<file path="src/rtl/core/sqbe_pkg.sv">
// Shared types, constants and helper functions of the sprite quad batch expander.
package sqbe_pkg;

    // Sprite bound of one frame and the vertex count at which it is reached.
    localparam int MAX_SPRITES_PER_FRAME = 16384;
    localparam int CNT_W                 = 17;
    localparam logic [CNT_W-1:0] VERT_LIMIT       = CNT_W'(4 * MAX_SPRITES_PER_FRAME);
    localparam logic [CNT_W-1:0] VERTS_PER_SPRITE = CNT_W'(4);
    localparam logic [CNT_W-1:0] IDX_PER_SPRITE   = CNT_W'(6);

    // Field widths.
    localparam int KEY_W  = 16;
    localparam int COEF_W = 32;
    localparam int HALF_W = 16;
    localparam int UV_W   = 17;
    localparam int IDX_W  = 16;
    localparam int POS_W  = 32;
    localparam int FRAC_SHIFT = 4;

    // A coefficient times a Q12.4 term, and the corner sums in Q.20.
    localparam int PROD_W = 49;
    localparam int SUM_W  = 52;

    // Stream widths.
    localparam int IN_DATA_W  = 352;
    localparam int OUT_DATA_W = 184;
    localparam int KIND_W     = 2;

    typedef enum logic [KIND_W-1:0] {
        KIND_VERTEX = 2'd0,
        KIND_INDEX  = 2'd1,
        KIND_BATCH  = 2'd2
    } kind_t;

    // Result slots of one command, in emission order.
    localparam int STEP_W = 4;
    localparam logic [STEP_W-1:0] STEP_CLOSE     = 4'd0;
    localparam logic [STEP_W-1:0] STEP_VERT0     = 4'd1;
    localparam logic [STEP_W-1:0] STEP_IDX0      = 4'd5;
    localparam logic [STEP_W-1:0] STEP_IDX_LAST  = 4'd10;
    localparam logic [STEP_W-1:0] STEP_EOF       = 4'd11;

    // Command queue between the front and the back.
    localparam int QDEPTH = 2;
    localparam int QPTR_W = (QDEPTH > 1) ? $clog2(QDEPTH) : 1;
    localparam int QCNT_W = $clog2(QDEPTH + 1);

    typedef struct packed {
        logic [KEY_W-1:0] mat;
        logic [KEY_W-1:0] lay;
        logic [CNT_W-1:0] first;
        logic [CNT_W-1:0] count;
    } batch_rec_t;

    typedef struct packed {
        logic              has_close;
        logic              has_sprite;
        logic              has_eof;
        logic              ovf;
        batch_rec_t        close_rec;
        batch_rec_t        eof_rec;
        logic [CNT_W-1:0]  vbase;
        logic [HALF_W-1:0] uv_px;
        logic [HALF_W-1:0] uv_py;
        logic [HALF_W-1:0] uv_ex;
        logic [HALF_W-1:0] uv_ey;
    } meta_t;

    typedef struct packed {
        meta_t                  meta;
        logic [3:0][SUM_W-1:0]  sum_x;
        logic [3:0][SUM_W-1:0]  sum_y;
    } cmd_t;

    typedef struct packed {
        logic push_ready;
        logic head_valid;
    } q_status_t;

    // Vertex offset of each entry of the two triangles b,b+1,b+2 and b+2,b+3,b.
    function automatic logic [1:0] ix_offset(input logic [2:0] k);
        logic [1:0] r;
        begin
            unique case (k)
                3'd0:    r = 2'd0;
                3'd1:    r = 2'd1;
                3'd2:    r = 2'd2;
                3'd3:    r = 2'd2;
                3'd4:    r = 2'd3;
                default: r = 2'd0;
            endcase
            return r;
        end
    endfunction

    // Q.20 sum to Q16.16: floor of sum/16 (the half was added earlier), then saturate.
    function automatic logic [POS_W-1:0] sat_pos(input logic [SUM_W-1:0] s);
        logic [SUM_W-FRAC_SHIFT-1:0] q;
        logic [SUM_W-FRAC_SHIFT-POS_W:0] hi;
        logic [POS_W-1:0] r;
        begin
            q  = s[SUM_W-1:FRAC_SHIFT];
            hi = q[SUM_W-FRAC_SHIFT-1:POS_W-1];
            if ((&hi) || !(|hi)) begin
                r = q[POS_W-1:0];
            end
            else if (q[SUM_W-FRAC_SHIFT-1]) begin
                r = {1'b1, {(POS_W-1){1'b0}}};
            end
            else begin
                r = {1'b0, {(POS_W-1){1'b1}}};
            end
            return r;
        end
    endfunction

    // Region position plus the extent when the corner takes it.
    function automatic logic [UV_W-1:0] uv_sum(input logic [HALF_W-1:0] p,
                                               input logic [HALF_W-1:0] e,
                                               input logic              sel);
        logic [UV_W-1:0] r;
        begin
            r = {1'b0, p} + (sel ? {1'b0, e} : {UV_W{1'b0}});
            return r;
        end
    endfunction

endpackage

</file>
<file path="src/rtl/core/sqbe_cmd_queue.sv">
// Short command queue that decouples the intake from the result expander.
module sqbe_cmd_queue (
    input  logic                clk,
    input  logic                rst_n,
    input  logic                push,
    input  sqbe_pkg::cmd_t      push_cmd,
    input  logic                pop,
    output sqbe_pkg::cmd_t      head_cmd,
    output sqbe_pkg::q_status_t status
);
    import sqbe_pkg::*;

    cmd_t              entry_reg [QDEPTH];
    logic [QPTR_W-1:0] wr_ptr_reg, wr_ptr_next;
    logic [QPTR_W-1:0] rd_ptr_reg, rd_ptr_next;
    logic [QCNT_W-1:0] count_reg, count_next;
    logic              do_push, do_pop;

    assign status.push_ready = (count_reg != QCNT_W'(QDEPTH));
    assign status.head_valid = (count_reg != '0);
    assign head_cmd          = entry_reg[rd_ptr_reg];

    assign do_push = push && status.push_ready;
    assign do_pop  = pop && status.head_valid;

    always_comb
    begin
        wr_ptr_next = wr_ptr_reg;
        rd_ptr_next = rd_ptr_reg;
        if (do_push) begin
            wr_ptr_next = (wr_ptr_reg == QPTR_W'(QDEPTH - 1)) ? '0 : wr_ptr_reg + 1'b1;
        end
        if (do_pop) begin
            rd_ptr_next = (rd_ptr_reg == QPTR_W'(QDEPTH - 1)) ? '0 : rd_ptr_reg + 1'b1;
        end
        count_next = count_reg;
        if (do_push && !do_pop) begin
            count_next = count_reg + 1'b1;
        end
        else if (do_pop && !do_push) begin
            count_next = count_reg - 1'b1;
        end
    end

    always_ff @(posedge clk or negedge rst_n)
    begin
        if (!rst_n) begin
            wr_ptr_reg <= '0;
            rd_ptr_reg <= '0;
            count_reg  <= '0;
        end
        else begin
            wr_ptr_reg <= wr_ptr_next;
            rd_ptr_reg <= rd_ptr_next;
            count_reg  <= count_next;
        end
    end

    always_ff @(posedge clk)
    begin
        if (do_push) begin
            entry_reg[wr_ptr_reg] <= push_cmd;
        end
    end

endmodule

</file>
<file path="config.mk">
export PLATFORM = sky130hd
export DESIGN_NAME = sqbe_cmd_queue
export DESIGN_NICKNAME = d
export VERILOG_FILES = /design/src/rtl/core/sqbe_pkg.sv /design/src/rtl/core/sqbe_cmd_queue.sv
export SDC_FILE = /design/constraint.sdc
export NUM_CORES = 1
export LEC_CHECK = 0
export BUFFER_PORTS_ARGS = -buffer_cell sky130_fd_sc_hd__buf_2
export CELL_PAD_IN_SITES_DETAIL_PLACEMENT = 0
export CELL_PAD_IN_SITES_GLOBAL_PLACEMENT = 1
export CORE_AREA = 4 4 494 496
export CTS_CLUSTER_SIZE = 24
export DETAILED_ROUTE_END_ITERATION = 6
export DIE_AREA = 0 0 498 500
export HOLD_SLACK_MARGIN = 0.05
export MAX_ROUTING_LAYER = met4
export PLACE_DENSITY = 0.51
export REMOVE_ABC_BUFFERS = 1
export SKIP_LAST_GASP = 1
export SLEW_MARGIN = 40
export SYNTH_ARGS = -nofsm -noshare
export SYNTH_HDL_FRONTEND = slang
export SYNTH_SLANG_ARGS = --single-unit
</file>
<file path="constraint.sdc">
create_clock -name clk -period 37.5 [get_ports clk]
set_input_delay 1.875 -clock clk [delete_from_list [all_inputs] [get_ports clk]]
set_output_delay 1.875 -clock clk [all_outputs]
set_load 0.02 [all_outputs]
</file>
Word level (Yosys, flattened, before mapping)
Memories as Yosys holds them, arrays and structs flattened.
Index checks and enable logic that the tools add are counted.
- register bits after elaboration: 4
- RAM bits: 1266
- output and inout bits: 635
- logic and storage cells: 23
- memories: 1
- memories (memory ; depth ; width ; read ports ; clocked after Yosys merged registers in ; wr ports ; line ; text):
    entry_reg ; 2 ; 633 ; 1 ; 0 ; 1 ; sqbe_cmd_queue.sv:13 ; cmd_t entry_reg [QDEPTH];
- $add $sub $neg: 4
- equality and inequality tests: 1
- multiplexer cells: 6
- reduce and logical (&&, ||, !) cells: 8
- operators with widths (operator ; number):
    1-bit logical AND ; 4
    1-bit 2-to-1 mux ; 4
    2-bit 2-to-1 mux ; 2
    2-bit nonzero test ; 2
    1-bit adder (second input constant) ; 2
    2-bit by 1-bit adder with 2-bit output (second input constant) ; 1
    1-bit logical NOT ; 2
    2-bit != test (second input constant) ; 1
    2-bit by 1-bit subtractor with 2-bit output (second input constant) ; 1

Longest topological paths before layout
- depth after elaboration: 6
- mapped depth: 7
- depth with buffers taken out: 7

Worst setup path after synthesis
OpenSTA, ideal clock, no wires.
- kind: input port to flip-flop
- start: in push
- end: mem entry_reg[0][0] (netlist bit), enable pin
- library setup time: 1647 ps
- arrival: 28138 ps
- slack: 7715 ps
- stages on the path: 2
- path buffers: 0
- cells stage by stage: nand2_1 > nor2_1
- word-level cells in the longest chain between the ends: 3
- RTL lines (element ; line ; text):
    start: declaration ; sqbe_cmd_queue.sv:5 ; input logic push,
    1-bit logical AND ; sqbe_cmd_queue.sv:23 ; assign do_push = push && status.push_ready;
    1-bit 2-to-1 mux ; sqbe_cmd_queue.sv:61 ; if (do_push) begin
    1-bit 2-to-1 mux (not written as such) ; sqbe_cmd_queue.sv:62 ; entry_reg[wr_ptr_reg] <= push_cmd;
    end: declaration ; sqbe_cmd_queue.sv:13 ;
No other way between the ends.

==> load_flow_metrics.sql <==
INSERT INTO impl_metrics (metric_group, metric, value, unit) VALUES
('status', 'run_status', 'finished clean', ''),
('worst_setup_path', 'reg2reg_slack', '33.00', 'ns'),
('clocking', 'clock_tree_from_tritoncts', 'yes', ''),
('sta', 'worst_pin_slew', '0.8787', 'ns'),
('route', 'post_drt_wl_per_cell', '24.18', 'um'),
('placement', 'globalplace.congestion', '0.8558', ''),
('synthesis', 'synthDominantCellAreaShare', '0.8113', ''),
('pwr', 'p_per_area', '84.84', 'nW/um^2'),
('sta', 'report.final.hold_viol_count', '0', ''),
('sta', 'fin_tns_setup', '0', 'ns'),
('final_layout', 'largest_reg_flops', '1266', ''),
('clocking', 'clk_pin_slew', '0.06', 'ns'),
('sta', 'final.min_clock_period', '7.288', 'ns'),
('placement', 'portBuffers', '1271', ''),
('route', 'remaining_number_of_nets_flagged_by_the_antenna_check_after_routing', '0', ''),
('global_route', 'antenna_found_initial', '149', ''),
('final_layout', 'final_nets', '4013', ''),
('floorplanning', 'die_x', '498', 'um'),
('synthesis', 'post_synth_most_frequent_cells', 'edfxtp_1 (1266), mux2_2 (373), mux2_4 (260), buf_2 (41), buf_6 (30)', ''),
('clocking', 'max-clock-path-buffers', '3', ''),
('sta', 'timing.final.max_slew_violations', '0', ''),
('sta', 'finalCritPeriodShare', '0.1943', ''),
('global_route', 'gr-total-overflow', '0', ''),
('floorplanning', 'core_area', '239600', 'um^2'),
('synthesis', 'edff_count_synth', '1266', ''),
('sta', 'setup-violations-final', '0', ''),
('synthesis', 'ys_top_cells_by_area', 'edfxtp_1 (81%), mux2_2 (9.0%), mux2_4 (8.3%), buf_6 (0.72%), buf_2 (0.44%)', ''),
('synthesis', 'ys.flop_type', 'edfxtp_1', ''),
('final_layout', 'filler_cell_count', '24550', ''),
('final_layout', 'drive_gt1_frac', '0.6138', ''),
('floorplanning', 'initial_utilization', '0.1955', ''),
('clocking', 'cts_hold_repair.buffers', '0', ''),
('floorplanning', 'ioPinCount', '1272', ''),
('synthesis', 'yosys.cell_types.count', '15', ''),
('clocking', 'cts-buffers-inserted', '148', ''),
('hold_path', 'worstHoldStart', 'count_reg[1]', ''),
('worst_setup_path', 'crit_path_max_fanout', '68', ''),
('floorplanning', 'rows', '180', ''),
('route', 'avgViaCountPerCell', '3.678', ''),
('hold_path', 'holdPathEnd', 'count_reg[1]', ''),
('worst_setup_path', 'worst-endpoint-arrival', '5.41', 'ns'),
('run', 'maxCapViolations', '0', ''),
('hold_path', 'worst_hold_path.num_cells', '1', ''),
('global_route', 'grt_pass1_vias', '25580', ''),
('synthesis', 'postSynthCellCount', '1988', ''),
('global_route', 'groute.usage.overall', '0.1297', ''),
('route', 'num_vias', '24860', ''),
('pwr', 'power.leakage', '22.99', 'nW'),
('hold_path', 'timing.hold.worst.class', 'flop to flop', ''),
('final_layout', 'areaGrowthSynthToFinish', '32.54', '%'),
('sta', 'relSlewSlack', '0.4142', ''),
('sta', 'fmax', '137.2', 'MHz'),
('floorplanning', 'design.die.area', '249000', 'um^2'),
('synthesis', 'synth-seq-cells', '1270', ''),
('sta', 'whs', '0.4911', 'ns'),
('worst_setup_path', 'startpoint_class', 'flop', ''),
('synthesis', 'synth.yosys.warnings', '0', ''),
('synthesis', 'yosys.area.top_type', 'edfxtp_1', ''),
('worst_setup_path', 'cp.required', '35.62', 'ns'),
('route', 'dr.first_iter.drc_count', '1701', ''),
('worst_setup_path', 'reg2reg_to', 'entry_reg[1][331]', ''),
('global_route', 'grt_pass1_wl', '216.8', 'mm'),
('placement', 'estimated_wirelength_of_the_detail_placed_design', '124.7', 'mm'),
('route', 'detail_route.drc_violations', '0', ''),
('clocking', 'clockRootBuffer', 'clkbuf_16', ''),
('worst_setup_path', 'r2r_cells', '6', ''),
('synthesis', 'avgSynthCellArea', '23.57', 'um^2'),
('synthesis', 'ys_async_sr_fraction', '0.003150', ''),
('synthesis', 'synth-seq-area-share', '0.8135', ''),
('floorplanning', 'die-height', '500', 'um'),
('clocking', 'cts_sinks', '1270', '');
-- cell families (layout without fill, tap and decap cells) --
kind of cell | after synthesis | after routing | share of synthesized area
mux | 633 | 633 | 0.1730
xor+xnor | 5 | 5 | 0.0009348
flops | 1270 | 1270 | 0.8135
other cells | 0 | 79 | 0
fa+ha+maj | 1 | 1 | 0.0002670
buf+inv | 72 | 1580 | 0.01167
simple gates | 7 | 7 | 0.0007213
-- metal layers --
layer  part of all wire  global-route usage  vias up
met5                  0                   -        -
met4              0.028             0.03546        0
met3               0.12             0.06191      279
met2               0.46              0.2014     1208
met1               0.40              0.1499    12450
li1                   -                   -    10920
-- final cells by class --
type	instances	area, um^2	area share
timing repair buffer	1308	6805	0.1096
antenna	79	197.7	0.003183
inverter	1	3.754	0.00006044
clock buffer	187	3935	0.06336
multi-input combinational	646	8207	0.1321
tap	3185	3985	0.06417
sequential	1270	38120	0.6138
clock inverter	84	849.6	0.01368
-- metrics by stage --
step	cells	area, um^2	worst slack [ns]	total power [mW]	util
final	6760	62100	30.21	5.269	0.2592
after global routing	6745	62070	29.91	5.525	0.2590
after CTS	6679	61860	29.96	5.392	0.2581
after detailed placement	6408	57070	30.89	3.934	0.2382
after global placement	6405	56940	30.54	3.928	0.2376
after floorplan	1917	46310	7.715	4.004	-
-- critical path, cell delays in order, from the launching register on --
cell and delay, ns:
dfrtp_4 0.92, buf_4 0.74, buf_4 0.73, buf_4 0.66, buf_6 0.66, mux2_2 0.46
buf_2 0.18
-- cell usage in the layout, fill, tap and decap left out, types with 2 or more instances in the layout --
| master | netlist | routed |
|---|---|---|
| xor2_1 | 2 | 2 |
| nand2_1 | 2 | 2 |
| clkinv_16 | 0 | 4 |
| dfrtp_1 | 4 | 3 |
| diode_2 | 0 | 79 |
| mux2_4 | 260 | 260 |
| clkinv_2 | 0 | 17 |
| clkbuf_1 | 0 | 35 |
| clkinv_4 | 0 | 2 |
| clkbuf_16 | 0 | 152 |
| bufinv_16 | 0 | 11 |
| inv_6 | 0 | 4 |
| buf_6 | 30 | 17 |
| buf_12 | 0 | 5 |
| mux2_2 | 373 | 373 |
| buf_2 | 41 | 1271 |
| clkinvlp_4 | 0 | 6 |
| clkinv_8 | 0 | 4 |
| edfxtp_1 | 1266 | 1266 |
| xnor2_1 | 3 | 3 |
| clkinv_1 | 0 | 35 |
| buf_16 | 0 | 2 |
| buf_4 | 0 | 13 |
-- worst max-delay path by stage --
stage,startpoint,end,depth (start not counted)
floorplan,push,entry_reg[0][0],2
CTS,rd_ptr_reg,head_cmd[620],6
global route,rd_ptr_reg,head_cmd[175],6
finish,rd_ptr_reg,head_cmd[175],6
global placement,rd_ptr_reg,head_cmd[32],6
detailed placement,rd_ptr_reg,head_cmd[620],6
-- power by group --
| group | switching (mW) | internal (mW) |
|---|---|---|
| combinational | 1.17 | 0.664 |
| sequential | 0.0735 | 1.94 |
| clock | 0.596 | 0.824 |
Note: power is estimated with default switching activity, not from simulation.
