--- src/rtl/core/sqbe_pkg.sv ---
// Shared types, constants and helper functions of the sprite quad batch expander.
package sqbe_pkg;

    // Sprite bound of one frame and the vertex count at which it is reached.
    localparam int MAX_SPRITES_PER_FRAME = 16384;
    localparam int CNT_W                 = 17;
    localparam logic [CNT_W-1:0] VERT_LIMIT       = CNT_W'(4 * MAX_SPRITES_PER_FRAME);
    localparam logic [CNT_W-1:0] VERTS_PER_SPRITE = CNT_W'(4);
    localparam logic [CNT_W-1:0] IDX_PER_SPRITE   = CNT_W'(6);

    // Field widths.
    localparam int KEY_W  = 16;
    localparam int COEF_W = 32;
    localparam int HALF_W = 16;
    localparam int UV_W   = 17;
    localparam int IDX_W  = 16;
    localparam int POS_W  = 32;
    localparam int FRAC_SHIFT = 4;

    // A coefficient times a Q12.4 term, and the corner sums in Q.20.
    localparam int PROD_W = 49;
    localparam int SUM_W  = 52;

    // Stream widths.
    localparam int IN_DATA_W  = 352;
    localparam int OUT_DATA_W = 184;
    localparam int KIND_W     = 2;

    typedef enum logic [KIND_W-1:0] {
        KIND_VERTEX = 2'd0,
        KIND_INDEX  = 2'd1,
        KIND_BATCH  = 2'd2
    } kind_t;

    // Result slots of one command, in emission order.
    localparam int STEP_W = 4;
    localparam logic [STEP_W-1:0] STEP_CLOSE     = 4'd0;
    localparam logic [STEP_W-1:0] STEP_VERT0     = 4'd1;
    localparam logic [STEP_W-1:0] STEP_IDX0      = 4'd5;
    localparam logic [STEP_W-1:0] STEP_IDX_LAST  = 4'd10;
    localparam logic [STEP_W-1:0] STEP_EOF       = 4'd11;

    // Command queue between the front and the back.
    localparam int QDEPTH = 2;
    localparam int QPTR_W = (QDEPTH > 1) ? $clog2(QDEPTH) : 1;
    localparam int QCNT_W = $clog2(QDEPTH + 1);

    typedef struct packed {
        logic [KEY_W-1:0] mat;
        logic [KEY_W-1:0] lay;
        logic [CNT_W-1:0] first;
        logic [CNT_W-1:0] count;
    } batch_rec_t;

    typedef struct packed {
        logic              has_close;
        logic              has_sprite;
        logic              has_eof;
        logic              ovf;
        batch_rec_t        close_rec;
        batch_rec_t        eof_rec;
        logic [CNT_W-1:0]  vbase;
        logic [HALF_W-1:0] uv_px;
        logic [HALF_W-1:0] uv_py;
        logic [HALF_W-1:0] uv_ex;
        logic [HALF_W-1:0] uv_ey;
    } meta_t;

    typedef struct packed {
        meta_t                  meta;
        logic [3:0][SUM_W-1:0]  sum_x;
        logic [3:0][SUM_W-1:0]  sum_y;
    } cmd_t;

    typedef struct packed {
        logic push_ready;
        logic head_valid;
    } q_status_t;

    // Vertex offset of each entry of the two triangles b,b+1,b+2 and b+2,b+3,b.
    function automatic logic [1:0] ix_offset(input logic [2:0] k);
        logic [1:0] r;
        begin
            unique case (k)
                3'd0:    r = 2'd0;
                3'd1:    r = 2'd1;
                3'd2:    r = 2'd2;
                3'd3:    r = 2'd2;
                3'd4:    r = 2'd3;
                default: r = 2'd0;
            endcase
            return r;
        end
    endfunction

    // Q.20 sum to Q16.16: floor of sum/16 (the half was added earlier), then saturate.
    function automatic logic [POS_W-1:0] sat_pos(input logic [SUM_W-1:0] s);
        logic [SUM_W-FRAC_SHIFT-1:0] q;
        logic [SUM_W-FRAC_SHIFT-POS_W:0] hi;
        logic [POS_W-1:0] r;
        begin
            q  = s[SUM_W-1:FRAC_SHIFT];
            hi = q[SUM_W-FRAC_SHIFT-1:POS_W-1];
            if ((&hi) || !(|hi)) begin
                r = q[POS_W-1:0];
            end
            else if (q[SUM_W-FRAC_SHIFT-1]) begin
                r = {1'b1, {(POS_W-1){1'b0}}};
            end
            else begin
                r = {1'b0, {(POS_W-1){1'b1}}};
            end
            return r;
        end
    endfunction

    // Region position plus the extent when the corner takes it.
    function automatic logic [UV_W-1:0] uv_sum(input logic [HALF_W-1:0] p,
                                               input logic [HALF_W-1:0] e,
                                               input logic              sel);
        logic [UV_W-1:0] r;
        begin
            r = {1'b0, p} + (sel ? {1'b0, e} : {UV_W{1'b0}});
            return r;
        end
    endfunction

endpackage

--- src/rtl/core/sqbe_back.sv ---
// Result expander: walks each command through its result slots into the output register.
module sqbe_back (
    input  logic                            clk,
    input  logic                            rst_n,
    input  sqbe_pkg::cmd_t                  head_cmd,
    input  sqbe_pkg::q_status_t             q_status,
    output logic                            pop,
    output logic                            m_axis_tvalid,
    input  logic                            m_axis_tready,
    output logic [sqbe_pkg::OUT_DATA_W-1:0] m_axis_tdata,
    output logic [sqbe_pkg::KIND_W-1:0]     m_axis_tuser,
    output logic                            m_axis_tlast
);
    import sqbe_pkg::*;

    logic                  out_valid_reg, out_valid_next;
    logic [OUT_DATA_W-1:0] out_data_reg;
    kind_t                 out_kind_reg;
    logic                  out_last_reg;

    logic [STEP_W-1:0] step_reg, step_next;
    logic              fresh_reg, fresh_next;

    logic              load;
    logic [STEP_W-1:0] first_step, eff_step, nxt_step;
    logic              nxt_done;
    logic [STEP_W-1:0] vert_rel, idx_rel;
    logic [1:0]        vi, ioff;
    logic              use_ex, use_ey;
    meta_t             m;
    batch_rec_t        rec;

    kind_t             res_kind;
    logic [POS_W-1:0]  res_pos_x, res_pos_y;
    logic [UV_W-1:0]   res_uv_x, res_uv_y;
    logic [IDX_W-1:0]  res_index;
    batch_rec_t        res_rec;
    logic [OUT_DATA_W-1:0] res_data;
    logic [CNT_W-1:0]  idx_sum;

    assign m    = head_cmd.meta;
    assign load = q_status.head_valid && (!out_valid_reg || m_axis_tready);

    // Slot sequencing.
    always_comb
    begin
        if (m.has_close) begin
            first_step = STEP_CLOSE;
        end
        else if (m.has_sprite) begin
            first_step = STEP_VERT0;
        end
        else begin
            first_step = STEP_EOF;
        end
        eff_step = fresh_reg ? first_step : step_reg;

        nxt_step = eff_step + 1'b1;
        nxt_done = 1'b0;
        priority if (eff_step == STEP_CLOSE) begin
            nxt_step = m.has_sprite ? STEP_VERT0 : STEP_EOF;
            nxt_done = !m.has_sprite && !m.has_eof;
        end
        else if (eff_step == STEP_IDX_LAST) begin
            nxt_step = STEP_EOF;
            nxt_done = !m.has_eof;
        end
        else if (eff_step >= STEP_EOF) begin
            nxt_done = 1'b1;
        end
        else begin
            nxt_done = 1'b0;
        end
    end

    // Result fields of the current slot.
    always_comb
    begin
        vert_rel = eff_step - STEP_VERT0;
        idx_rel  = eff_step - STEP_IDX0;
        vi       = vert_rel[1:0];
        ioff     = ix_offset(idx_rel[2:0]);
        use_ex   = vi[1];
        use_ey   = vi[1] ^ vi[0];
        rec      = (eff_step == STEP_CLOSE) ? m.close_rec : m.eof_rec;
        idx_sum  = m.vbase + {{(CNT_W-2){1'b0}}, ioff};

        res_pos_x = '0;
        res_pos_y = '0;
        res_uv_x  = '0;
        res_uv_y  = '0;
        res_index = '0;
        res_rec   = '0;
        priority if ((eff_step == STEP_CLOSE) || (eff_step >= STEP_EOF)) begin
            res_kind = KIND_BATCH;
            res_rec  = rec;
        end
        else if (eff_step < STEP_IDX0) begin
            res_kind  = KIND_VERTEX;
            res_pos_x = sat_pos(head_cmd.sum_x[vi]);
            res_pos_y = sat_pos(head_cmd.sum_y[vi]);
            res_uv_x  = uv_sum(m.uv_px, m.uv_ex, use_ex);
            res_uv_y  = uv_sum(m.uv_py, m.uv_ey, use_ey);
        end
        else begin
            res_kind  = KIND_INDEX;
            res_index = idx_sum[IDX_W-1:0];
        end

        res_data = {3'b000, m.ovf, res_rec.count, res_rec.first, res_rec.lay, res_rec.mat,
                    res_index, res_uv_y, res_uv_x, res_pos_y, res_pos_x};
    end

    always_comb
    begin
        pop            = load && nxt_done;
        step_next      = step_reg;
        fresh_next     = fresh_reg;
        out_valid_next = out_valid_reg;
        if (load) begin
            out_valid_next = 1'b1;
            step_next      = nxt_step;
            fresh_next     = nxt_done;
        end
        else if (m_axis_tready) begin
            out_valid_next = 1'b0;
        end
    end

    always_ff @(posedge clk or negedge rst_n)
    begin
        if (!rst_n) begin
            out_valid_reg <= 1'b0;
            step_reg      <= STEP_CLOSE;
            fresh_reg     <= 1'b1;
        end
        else begin
            out_valid_reg <= out_valid_next;
            step_reg      <= step_next;
            fresh_reg     <= fresh_next;
        end
    end

    always_ff @(posedge clk)
    begin
        if (load) begin
            out_data_reg <= res_data;
            out_kind_reg <= res_kind;
            out_last_reg <= nxt_done;
        end
    end

    assign m_axis_tvalid = out_valid_reg;
    assign m_axis_tdata  = out_data_reg;
    assign m_axis_tuser  = out_kind_reg;
    assign m_axis_tlast  = out_last_reg;

endmodule

--- config.mk ---
export PLATFORM = sky130hd
export DESIGN_NAME = sqbe_back
export DESIGN_NICKNAME = d
export VERILOG_FILES = /design/src/rtl/core/sqbe_pkg.sv /design/src/rtl/core/sqbe_back.sv
export SDC_FILE = /design/constraint.sdc
export NUM_CORES = 1
export LEC_CHECK = 0
export BUFFER_PORTS_ARGS = -buffer_cell sky130_fd_sc_hd__clkbuf_2
export CAP_MARGIN = 20
export CORE_AREA = 2 2 324 326
export CTS_CLUSTER_SIZE = 12
export DETAILED_ROUTE_END_ITERATION = 10
export DIE_AREA = 0 0 326 328
export GPL_ROUTABILITY_DRIVEN = 0
export GPL_TIMING_DRIVEN = 0
export SETUP_SLACK_MARGIN = 0.1
export SLEW_MARGIN = 10
export SYNTH_ARGS = -nofsm -noshare
export SYNTH_HDL_FRONTEND = slang
export SYNTH_SLANG_ARGS = --single-unit
--- constraint.sdc ---
create_clock -name clk -period 19.8 [get_ports clk]
set_input_delay 4.95 -clock clk [delete_from_list [all_inputs] [get_ports clk]]
set_output_delay 4.95 -clock clk [all_outputs]
set_load 0.005 [all_outputs]
# Yosys cells after proc, flatten, opt, wreduce, memory -nomap -nowiden
# Index checks and enable logic that the tools add are counted.
[totals] register_bits=190 input_bits=638 elab_cells=69 out_inout_bits=189
[classes] bitwise_logic=2 n_reduce_logical=21 n_addsub=6 order_cmp=3 n_mux=23 n_eq_ne=5
[ops] operator="$bmux 52 s2" n=2
[ops] operator="$mux 32" n=4
[ops] operator="$mux 52" n=2
[ops] operator="$mux 66" n=1
[ops] operator="$add 16x16->17" n=2
[ops] operator="$reduce_and 17->1" n=2
[ops] operator="$reduce_or 17->1" n=2
[ops] operator="$mux 16" n=2
[ops] operator="$mux 4" n=5
[ops] operator="$add 16x2->16" n=1
[ops] operator="$eq 3x2->1 const B" n=2
[ops] operator="$mux 1" n=6
[ops] operator="$pmux 2 s3" n=1
[ops] operator="$reduce_or 2->1" n=3
[ops] operator="$logic_not 1->1" n=5
[ops] operator="$add 4x1->4 const B" n=1
[ops] operator="$eq 4x4->1 const B" n=1
[ops] operator="$ge 4x4->1 const B" n=1
[ops] operator="$logic_not 4->1" n=1
[ops] operator="$logic_or 1x1->1" n=4
[ops] operator="$lt 4x3->1 const B" n=1
[ops] operator="$eq 3x1->1 const B" n=1
[ops] operator="$eq 3x3->1 const B" n=1
[ops] operator="$logic_and 1x1->1" n=3
[ops] operator="other kinds (6)" n=6

# Longest topological paths before layout
[depth] depth_word=10 ltp_mapped=20 depth_no_buf=15

# Least setup slack after synthesis
# OpenSTA, ideal clock, no wires.
[synth_timing] kind="input -> output" from="input m_axis_tready" to="output pop" n_path_buf=0 t_arrival_ps=9265 path_stages=4 required_ps=14850 slack_ps=5585 cell_sequence="nand2b_1 nand2_1 inv_1 and2_1"
[synth_between] elab_chain_cells=3
[synth_lines] item="start, declared" line="sqbe_back.sv:9" rtl="input logic m_axis_tready,"
[synth_lines] item="$logic_or 1x1->1" line="sqbe_back.sv:42" rtl="assign load = q_status.head_valid && (!out_valid_reg || m_axis_tready);"
[synth_lines] item="$logic_and 1x1->1" line="sqbe_back.sv:42"
[synth_lines] item="via load" line="sqbe_back.sv:24" rtl="logic load;"
[synth_lines] item="$logic_and 1x1->1" line="sqbe_back.sv:116" rtl="pop = load && nxt_done;"
[synth_lines] item="end, declared" line="sqbe_back.sv:7" rtl="output logic pop,"
# The timed path passes the listed nets, and every way through them passes these cells.

# Final worst setup path
[layout_timing] from="input head_cmd[632] in the netlist's numbering" to="output pop"
[layout_between] elab_chain_cells=7 word_cells_on_any_way=9 classes_between="order compare (1); eq/ne (1); mux (5); reduce/logical (2)"
[layout_lines] item="start, declared" line="sqbe_back.sv:5" rtl="input sqbe_pkg::cmd_t head_cmd,"
[layout_lines] item="$mux 4 *" line="sqbe_back.sv:47" rtl="if (m.has_close) begin"
[layout_lines] item="$mux 4 *" line="sqbe_back.sv:56" rtl="eff_step = fresh_reg ? first_step : step_reg;"
[layout_lines] item="$ge 4x4->1" line="sqbe_back.sv:68" rtl="else if (eff_step >= STEP_EOF) begin"
[layout_lines] item="$mux 1" line="sqbe_back.sv:68"
[layout_lines] item="$mux 1" line="sqbe_back.sv:64" rtl="else if (eff_step == STEP_IDX_LAST) begin"
[layout_lines] item="$mux 1 *" line="sqbe_back.sv:60" rtl="priority if (eff_step == STEP_CLOSE) begin"
[layout_lines] item="via nxt_done" line="sqbe_back.sv:26" rtl="logic nxt_done;"
[layout_lines] item="$logic_and 1x1->1 *" line="sqbe_back.sv:116"
# The timed path passes the listed nets; every way through them passes the cells marked *.

==> impl_metrics.toml <==
[drt]
drt-total-wl_um = 88300
drc = 0
drtIter0Drc = 750
dr.pass1.iters = 5
wl_per_cell_um = 28.4
dr_total_vias = 11910
ant_nets = 0
avgViaCountPerCell = 3.83

[yosys]
syn-instance-count = 885
avgSynthCellArea_um2 = 13.4
synth.ff_latch_count = 190
synthTopCellsByArea = "edfxtp_1, mux4_2, a22o_1, ha_1, nor2_1"
synth_edf_count = 184
yosysTopAreaCell = "edfxtp_1"
synth_warnings = 0
yosysSeqAreaShare = 0.479
synth_area_mm2 = 0.0118
synth_flop_cell = "edfxtp_1"
synthTopCellsByCount = "edfxtp_1, mux4_2, nor2_1, a22o_1"
synth_most_common_cell = "edfxtp_1"
synthArstFlopShare = 0.0316
netlist.area_leader.share = 0.466
netlist-cell-type-count = 65

[critical_path]
worst_r2r_path_depth = 20
worstSetupEndpointType = "output pin"
startpoint_type = "input pin"
crit_fanout = 13
critPathKind = "input pin to output pin"
cp_data_arrival_time_ns = 8.78
critical_path_required_ns = 14.85

[clock_tree]
post_cts_buffers = 0
clkTransAtPathRegs_ns = 0.08
cts_sinks = 190
numCtsBuffers = 17
ctsResizeCount = 0
hold_buffers = 0
clkLatencyLatePin_ns = 0.49
cts_tree = "done"
clockBufferDepth = 2
cts-root-buf = "clkbuf_16"
htree_levels = 4

[finish]
final_core_util = 0.178
fill_cells = 11458
largest_reg_flops = 181
areaGrowthSynthToFinish_pct = 54.7
nets = 2385
final_layout_size_suffix_gt1_frac = 0.559

[placed_design]
pre_cts_slack_ns = 5.91
hpwlAfterDp_um = 78100
numPortBuffers = 789

[timing]
finalSetupViolCount = 0
fmax_mhz = 72.8
grt_setup_unrepaired = "false"
worstMarginPinSlew_ns = 0.994
hold_viol_final = 0
slew_violations = 0
final.min_clock_period_ns = 13.73
final.setup.worst_slack_ns = 6.07
period_share = 0.694
finClkSkew_ns = 0.0109
maxSlewHeadroom = 0.333
finalSetupTns_ns = 0

[grt]
grt_usage = 0.159
grt_pass1_vias = 11718
grt_start_max_net_pins = 106
grt_first_pass_wirelength_um = 110000
overflow = 0
antenna_found_initial = 67

[pwr]
p_leak_nw = 8.04
p_total_mw = 3.12
powerDensity_mw_per_mm2 = 170
irDropWorstVdd_mv = 0.0677

[hold_path]
hold_depth = 2
min_path_type = "flip-flop to flip-flop"

[floorplan]
die_h_um = 328
boundaryPins = 827
initial_utilization = 0.115
coreArea_mm2 = 0.103
die-area_mm2 = 0.107
die_w_um = 326
std_cell_rows = 118

[run_status]
status = "finished clean"

[run]
drv_cap = 0
-- path summary, 6_finish.rpt --
| path | startpoint | to | slack [ns] |
|---|---|---|---|
| max | head_cmd[632] | pop | 6.07 |
| min | step_reg[1] | step_reg[1] | 0.52 |
| max reg2reg | fresh_reg | m_axis_tdata[79] | 12.51 |
| min reg2reg | step_reg[1] | step_reg[1] | 0.52 |
| max in group asynchronous | rst_n | fresh_reg | 15.28 |
| min in group asynchronous | rst_n | step_reg[3] | 4.28 |
-- power breakdown --
part           internal, mW  leakage (nW)  switching (mW)  total (mW)
sequential            0.671          1.88          0.0404       0.712
clock                 0.173         0.291           0.204       0.377
combinational         0.764          5.87            1.27        2.03
total                  1.61          8.04            1.51        3.12
-- kinds of logic (layout without fill, tap and decap cells) --
group / after synthesis / in the layout / share of synthesized area
buf+inv: 76 / 905 / 0.0302
xor+xnor: 37 / 37 / 0.0273
mux: 95 / 95 / 0.180
fa+ha+maj: 44 / 44 / 0.0484
simple gates: 240 / 240 / 0.105
flops: 190 / 190 / 0.479
other cells: 1 / 19 / 0.000316
compound gates: 202 / 202 / 0.130
-- stage by stage --
step	std cells	hold WS, ns	instance area, um^2
4_1_cts	3095	0.514	18300
6_report	3112	0.522	18300
3_5_place_dp	3063	0.497	17700
5_1_grt	3101	0.568	18300
3_3_place_gp	3056	0.480	17500
2_1_floorplan	887	0.461	11900
-- placed cells by master, fill, tap and decap left out, types with 26 or more instances in the layout --
master and n:
a21oi_1 31, ha_1 41, nand2_1 28, a21o_1 41
edfxtp_1 184, clkbuf_2 791, mux4_2 94, a22o_1 66
clkbuf_1 26, nor2_1 87, nor2b_1 38
-- area by class of cell --
| type | instances | area [um^2] | share of cell area |
|---|---|---|---|
| Antenna cell | 16 | 40.0 | 0.00218 |
| Buffer | 57 | 284 | 0.0155 |
| Clock inverter | 15 | 194 | 0.0106 |
| Multi-Input combinational cell | 621 | 5820 | 0.318 |
| Timing Repair Buffer | 797 | 4070 | 0.222 |
| Inverter | 19 | 83.8 | 0.00457 |
| Clock buffer | 17 | 425 | 0.0232 |
| Tap cell | 1380 | 1730 | 0.0942 |
| Sequential cell | 190 | 5680 | 0.310 |
-- worst max-delay path, stage by stage --
cell      delay (ns)
clkbuf_2        0.08
nand2b_2        0.14
o21ai_4         0.13
inv_6           0.18
buf_6           0.30
buf_6           0.30
buf_4           0.37
buf_2           0.58
ha_1            0.39
o2111a_1        0.40
nor2b_1         0.27
a21oi_1         0.07
o22ai_1         0.27
and2_1          0.20
clkbuf_2        0.13
-- routing by layer --
metal | share of wire | track usage
met2 | 0.42 | 0.234
met5 | 0.0053 | 0
met1 | 0.42 | 0.202
met3 | 0.12 | 0.0754
met4 | 0.035 | 0.0547
Note: power is estimated with default switching activity, not from simulation.
